### src/rmq_cmp.sv
// Shared compare unit: pick the position of the leftmost smaller value.
`timescale 1ns / 1ps
module rmq_cmp #(
	parameter int VW = 32,
	parameter int PW = 10
) (
	input  logic [VW-1:0] val_a,
	input  logic [VW-1:0] val_b,
	input  logic [PW-1:0] pos_a,
	input  logic [PW-1:0] pos_b,
	output logic [PW-1:0] pick
);
	// a is the left candidate, so it wins ties
	assign pick = (val_b < val_a) ? pos_b : pos_a;
endmodule

### config.mk
export PLATFORM = sky130hd
export DESIGN_NAME = rmq_cmp
export DESIGN_NICKNAME = d
export VERILOG_FILES = /design/src/rmq_cmp.sv
export SDC_FILE = /design/constraint.sdc
export NUM_CORES = 1
export LEC_CHECK = 0
export BUFFER_PORTS_ARGS = -buffer_cell sky130_fd_sc_hd__buf_2
export CORE_MARGIN = 2
export CORE_UTILIZATION = 37
export DETAILED_ROUTE_END_ITERATION = 12
export PLACE_DENSITY = 0.81
export SYNTH_ARGS = -nofsm -noshare
export SYNTH_HDL_FRONTEND = slang
export SYNTH_SLANG_ARGS = --single-unit
### constraint.sdc
create_clock -name vclk -period 3.4
set_input_delay 0.34 -clock vclk [all_inputs]
set_output_delay 0.34 -clock vclk [all_outputs]
set_load 0.05 [all_outputs]
**After elaboration in Yosys (flattened, before gate mapping)**

Index checks and enable logic that the tools add are counted.

- Register bits after elaboration: 0
- Input bits: 84
- Output and inout bits: 10
- Word-level logic and storage cells: 2

- $lt $le $gt $ge: 1
- Multiplexer cells: 1

Operators with widths:

| operator | count |
|---|---|
| less-than comparator 32 bit | 1 |
| two-way mux 10 bit | 1 |

**Depth between registers and ports, before layout**

Gate-level depths: netlist (run 1).

- Depth in word-level cells: 2
- Mapped depth: 8
- Gate-level depth less buffers: 8

**Worst setup path after synthesis (run 1)**

Ideal clock, no wire load.

- Path kind: input -> output
- Start point: input val_a[25]
- End point: output pick[0]
- Arrival time: 2414 ps
- Required time: 3060 ps
- Path slack: 646 ps
- Stages: 7
- Path buffers: 0
- Cells stage by stage: inv_1 ha_1 a21o_1 a221o_1 a221o_1 a211oi_4 mux2_2

- Longest elaborated chain between the ends: 2

Ends and longest elaborated chain:

| what | RTL line | text |
|---|---|---|
| start, declared | 7 | `input logic [VW-1:0] val_a,` |
| less-than comparator 32 bit | 14 | `assign pick = (val_b < val_a) ? pos_b : pos_a;` |
| two-way mux 10 bit | 14 |  |
| end, declared | 11 | `output logic [PW-1:0] pick` |

Every way passes these cells.

**Worst setup path in the final report (run 1)**

- Start point: input val_a[2]
- End point: output pick[7]

The elaborated chain is that of the path after synthesis.

==> metrics.yaml, run 1 <==
final_layout:
  filler_cells_inserted: 223
  final.clkbuf_count: 0
  total_area_of_multi_input_combinational_cells_um2: 776
  seq_cells: 0
  final_net_count: 329
  drive_above_1_share_pct: 49.5
  post-route-util_pct: 62.0
  layout.cell_area.non_filler_um2: 1400
  layoutNonFillerInstCount: 240
  layout.area.seq_um2: 0
  syn_to_final_growth_pct: 56.7
  antenna-diode-count: 0
hold_path:
  min_from: "pos_b[1]"
  holdPathEnd: "pick[1]"
  min_delay_path_depth: 3
  min_path_type: "in2out"
pwr:
  power_density_of_the_placed_cells_nw_per_um2: 151
  ir_worst_vdd_mv: 0.141
  fin_total_pwr_uw: 211
  total_leakage_power_nw: 0.920
worst_setup_path:
  setup.worst_path.class: "in2out"
  endpoint_kind: "output port"
  cp.required_ns: 3.06
  cp_max_fo: 10
  critPathArrivalTime_ns: 2.73
  timing.critical_path.from_type: "input port"
sta:
  tightest_slew_ns: 0.510
  finalSetupViolCount: 0
  max_freq_ghz: 0.326
  fin_crit_ns: 3.07
  slew-limit-headroom_pct: 65.9
  final_min_period_over_clock_period_pct: 90.3
  tns_ns: 0
  slew_viol_final: 0
  hold_violations: 0
  grt_setup_unrepaired: "no"
grt:
  grt_usage_pct: 16.6
  antenna_found_initial: 0
  grt_start_max_net_pins: 11
  first_global_vias: 984
  grt_remaining_overflow: 0
  grt_pass1_wl_um: 3710
logic_synthesis:
  synth_area_per_cell_um2: 7.56
  syn-num-nets: 233
  synthCells: 118
  ys.warnings.count: 0
  syn-cell-area_um2: 892
  synth-seq-area-share_pct: 0
  ys_types: 20
die:
  fp.coreArea_um2: 2250
  floorplan.initialDensity_pct: 39.6
  die_height_um: 53.1
  die_x_um: 53.1
  rows: 17
  design.die.area_um2: 2820
  pin_count: 94
drt:
  avgRoutedWirePerCell_um: 10.2
  detail_route.iter0.violations: 15
  vias_per_cell: 4.62
  drt_pre_antenna_iters: 4
  wl_um: 2440
  via_count: 1108
  drt_drc_violations_left: 0
  postRouteAntennaNets: 0
placement:
  dpl.cell_count: 240
  place.detailed.hpwl_um: 2320
  dpl-instance-area_um2: 1400
  port_buffers: 94
  gp_congestion: 0.735
job:
  cap_violations: 0
outcome:
  status: "completed"
clock_tree:
  post_cts_resize_count: 0
  cts_post_setup_buffers_inserted: 0
  cts.hold.buffers_added: 0
==> Yosys cell counts <==
| master | count | area, µm² |
|---|---|---|
| sky130_fd_sc_hd__nand2b_1 | 1 | 6.26 |
| sky130_fd_sc_hd__a221o_1 | 2 | 20.0 |
| sky130_fd_sc_hd__or3_1 | 1 | 6.26 |
| sky130_fd_sc_hd__a21oi_1 | 10 | 50.1 |
| sky130_fd_sc_hd__nand2_1 | 8 | 30.0 |
| sky130_fd_sc_hd__mux2_2 | 10 | 113 |
| sky130_fd_sc_hd__nor2_1 | 5 | 18.8 |
| sky130_fd_sc_hd__and2_1 | 1 | 6.26 |
| sky130_fd_sc_hd__and4_1 | 2 | 17.5 |
| sky130_fd_sc_hd__nand3_1 | 3 | 15.0 |
| sky130_fd_sc_hd__nand4_1 | 3 | 18.8 |
| sky130_fd_sc_hd__inv_1 | 31 | 116 |
| sky130_fd_sc_hd__a31oi_1 | 1 | 6.26 |
| sky130_fd_sc_hd__a211oi_4 | 1 | 20.0 |
| sky130_fd_sc_hd__ha_1 | 31 | 388 |
| sky130_fd_sc_hd__a221oi_1 | 1 | 8.76 |
| sky130_fd_sc_hd__a211o_1 | 2 | 17.5 |
| sky130_fd_sc_hd__o21ai_0 | 2 | 10.0 |
| sky130_fd_sc_hd__a21o_1 | 2 | 15.0 |
| sky130_fd_sc_hd__o221ai_1 | 1 | 8.76 |
==> metal layers <==
metal	GRT usage [%]	up-vias	share of wire, %
met5	0	-	0
li1	-	600	-
met2	32.5	47	48
met1	20.9	461	44
met3	0.847	0	8.1
met4	0	0	0
==> power breakdown <==
part | leakage [nW] | total, mW | switching [mW] | internal (mW)
Sequential | 0 | 0 | 0 | 0
Combinational | 0.920 | 0.211 | 0.116 | 0.0952
Clock | 0 | 0 | 0 | 0
==> worst max-delay path by stage <==
stage | cells after the start | slack, ns | endpoint | from
after floorplan | 7 | 0.65 | pick[0] | val_a[25]
after global placement | 10 | 0.34 | pick[8] | val_a[2]
after detailed placement | 10 | 0.29 | pick[7] | val_a[2]
after CTS | 10 | 0.28 | pick[7] | val_a[2]
after global routing | 10 | 0.17 | pick[7] | val_a[2]
final | 10 | 0.33 | pick[7] | val_a[2]
==> metrics by stage <==
| stage | hold WS [ns] | setup slack [ns] |
|---|---|---|
| after floorplan | 0.976 | 0.646 |
| after global placement | 1.12 | 0.336 |
| after detailed placement | 1.12 | 0.291 |
| after CTS | 1.13 | 0.282 |
| after global routing | 1.14 | 0.171 |
| final | 1.13 | 0.328 |
==> critical path: stages <==
cell,delay [ns]
sky130_fd_sc_hd__buf_2,0.08
sky130_fd_sc_hd__inv_1,0.03
sky130_fd_sc_hd__ha_1,0.29
sky130_fd_sc_hd__a211o_1,0.29
sky130_fd_sc_hd__a31oi_1,0.15
sky130_fd_sc_hd__o221ai_1,0.13
sky130_fd_sc_hd__a211o_1,0.31
sky130_fd_sc_hd__a211oi_4,0.49
sky130_fd_sc_hd__mux2_2,0.40
sky130_fd_sc_hd__buf_2,0.21
==> area by class of cell <==
cell class / count / share of cell area [%]
multi-input cells: 87 / 55.5
repair buffers: 94 / 33.7
inverters: 31 / 8.33
well taps: 28 / 2.51
==> logic make-up after synthesis <==
logic type / count (synthesis) / share of synthesized area [%]
and+or+nand+nor: 24 / 13.3
adders and majority gates: 31 / 43.5
buffers and inverters: 31 / 13.0
AOI/OAI and AO/OA: 22 / 17.5
muxes: 10 / 12.6
==> cell usage in the layout, fill, tap and decap left out, drive strengths merged <==
cell type and instances:
a211o 2, a211oi 1, o221ai 1, nor2 5
nand4 3, a31oi 1, o21ai 2, nand2 8
and2 1, ha 31, and4 2, inv 31
nand3 3, nand2b 1, mux2 10, buf 94
a21o 2, a21oi 10, a221o 2, or3 1
a221oi 1
No activity file was read; power rests on OpenSTA's default activity.
==> run 2: changes to the inputs <==
--- a/config.mk
+++ b/config.mk
@@ -7,9 +7,10 @@
 export LEC_CHECK = 0
 export BUFFER_PORTS_ARGS = -buffer_cell sky130_fd_sc_hd__buf_2
 export CORE_MARGIN = 2
-export CORE_UTILIZATION = 37
+export CORE_UTILIZATION = 40
 export DETAILED_ROUTE_END_ITERATION = 12
-export PLACE_DENSITY = 0.81
+export PLACE_DENSITY = 0.87
+export SLEW_MARGIN = 20
 export SYNTH_ARGS = -nofsm -noshare
 export SYNTH_HDL_FRONTEND = slang
 export SYNTH_SLANG_ARGS = --single-unit
==> constraint.sdc (replaced) <==
create_clock -name vclk -period 3.84
set_input_delay 0.384 -clock vclk [all_inputs]
set_output_delay 0.384 -clock vclk [all_outputs]
set_load 0.05 [all_outputs]
==> run 2 against run 1 <==
  * Total power decreased by 10%
  * Die area down 6.9%
  * Critical path type unchanged
  * Sequential share of layout area unchanged
  * Highest routed layer is now met4
  * Non-clock buffer count unchanged
  * Critical endpoint unchanged
==> metrics.yaml, run 2 (synthesis results as in run 1) <==
worst_setup_path:
  timing.critical_path.from_type: "input port"  # unchanged
  cp_num_buf_inv: 3  # unchanged
  path_delay_family: "compound AO/OA/AOI/OAI gates"  # unchanged
  endpoint_kind: "output port"  # unchanged
  cp.required_ns: 3.46  # was 3.06 ns
  timing.critical_path.depth: 9  # was 10
  cp_max_fo: 10  # unchanged
  setup.worst_path.class: "in2out"  # unchanged
  critPathArrivalTime_ns: 2.81  # was 2.73 ns
  timing.critical_path.slowest_cell_delay_ns: 0.51  # was 0.49 ns
  critical-path-slowest-cell: "sky130_fd_sc_hd__a211oi_4"  # unchanged
  worstPathCellList: "buf_2 -> inv_1 -> ha_1 -> a21o_1 -> a221o_1 -> a221o_1 -> a211oi_4 -> mux2_2 -> buf_2"  # was buf_2 -> inv_1 -> ha_1 -> a211o_1 -> a31oi_1 -> o221ai_1 -> a211o_1 -> a211oi_4 -> mux2_2 -> buf_2
die:
  die_height_um: 51.2  # was 53.1 µm
  design.die.area_um2: 2620  # was 2820 µm²
  fp.coreArea_um2: 2170  # was 2250 µm²
  rows: 17  # unchanged
  floorplan.initialDensity_pct: 41.1  # was 39.6%
  die_x_um: 51.2  # was 53.1 µm
  pin_count: 94  # unchanged
pwr:
  power_density_of_the_placed_cells_nw_per_um2: 135  # was 151 nW/µm²
  total_leakage_power_nw: 0.920  # unchanged
  ir_worst_vdd_mv: 0.134  # was 0.141 mV
final_layout:
  layout.area.seq_um2: 0  # unchanged
  final_net_count: 329  # unchanged
  drive_above_1_share_pct: 49.5  # unchanged
  layoutNonFillerInstCount: 240  # unchanged
  antenna-diode-count: 0  # unchanged
  syn_to_final_growth_pct: 56.7  # unchanged
  layout.cell_area.non_filler_um2: 1400  # unchanged
  final_cell_mix: "94 x sky130_fd_sc_hd__buf_2, 31 x sky130_fd_sc_hd__inv_1, 31 x sky130_fd_sc_hd__ha_1"  # unchanged
  mostFrequentLayoutCell: "sky130_fd_sc_hd__buf_2"  # unchanged
  final.clkbuf_count: 0  # unchanged
  seq_cells: 0  # unchanged
  post-route-util_pct: 64.4  # was 62.0%
sta:
  tightest_slew_ns: 0.541  # was 0.510 ns
  hold_violations: 0  # unchanged
  slew_viol_final: 0  # unchanged
  tns_ns: 0  # unchanged
  fin_crit_ns: 3.19
  max_freq_ghz: 0.313
  slew-limit-headroom_pct: 63.8  # was 65.9%
  hold_slack_ns: 1.21  # was 1.13 ns
  grt_setup_unrepaired: "no"  # unchanged
  final_min_period_over_clock_period_pct: 83.1
  finalSetupViolCount: 0  # unchanged
drt:
  detail_route.iter0.violations: 3  # was 15
  drt_drc_violations_left: 0  # unchanged
  vias_per_cell: 4.70  # was 4.62
  wl_um: 2470  # was 2440 µm
  avgRoutedWirePerCell_um: 10.3  # was 10.2 µm
  drt_pre_antenna_iters: 4  # unchanged
  postRouteAntennaNets: 0  # unchanged
  via_count: 1129  # was 1,108
grt:
  use_met2_pct: 35.9  # was 32.5%
  met1_usage_pct: 21.8  # was 20.9%
  globalRouteMet3Util_pct: 1.17  # was 0.847%
  grt_start_max_net_pins: 11  # unchanged
  first_global_vias: 1045  # was 984
  busiest_layer: "met2"  # unchanged
  grt_remaining_overflow: 0  # unchanged
  grt_usage_pct: 18.2  # was 16.6%
  antenna_found_initial: 0  # unchanged
  grt_pass1_wl_um: 3900  # was 3710 µm
placement:
  dpl-instance-area_um2: 1400  # unchanged
  gp_congestion: 0.663  # was 0.735
  place.detailed.hpwl_um: 2370  # was 2320 µm
  dpl.cell_count: 240  # unchanged
  port_buffers: 94  # unchanged
clock_tree:
  cts_post_setup_buffers_inserted: 0  # unchanged
  cts.hold.buffers_added: 0  # unchanged
  post_cts_resize_count: 0  # unchanged
hold_path:
  min_delay_path_depth: 3  # unchanged
  min_path_type: "in2out"  # unchanged
outcome:
  status: "completed"  # unchanged
job:
  cap_violations: 0  # unchanged
run 2: final cells by class:
type / count / area, µm²
Tap cell: 28 / 35.0
Inverter: 31 / 116
Fill cell: 207 / 772
Multi-Input combinational cell: 87 / 776
Timing Repair Buffer: 94 / 470
run 2: worst paths after layout:
| path | startpoint | to | slack, ns |
|---|---|---|---|
| worst min-delay path | pos_a[8] | pick[8] | 1.21 |
| worst max-delay path | val_a[25] | pick[7] | 0.65 |
run 2: stage by stage:
stage,power (mW),setup slack [ns]
after floorplan,0.122,0.998
after global placement,0.185,0.709
after detailed placement,0.190,0.669
after CTS,0.191,0.660
after global routing,0.209,0.515
final,0.189,0.648
run 2: per-layer routing:
layer	share of wire, %	wire length, µm
met5	0	0
met4	1.8	44
met3	7.3	179
met2	49	1200
met1	42	1040
run 2: report_power, final:
part           total, mW  switching (mW)  internal, mW
logic              0.189           0.104        0.0845
registers              0               0             0
clock network          0               0             0
total              0.189           0.104        0.0845
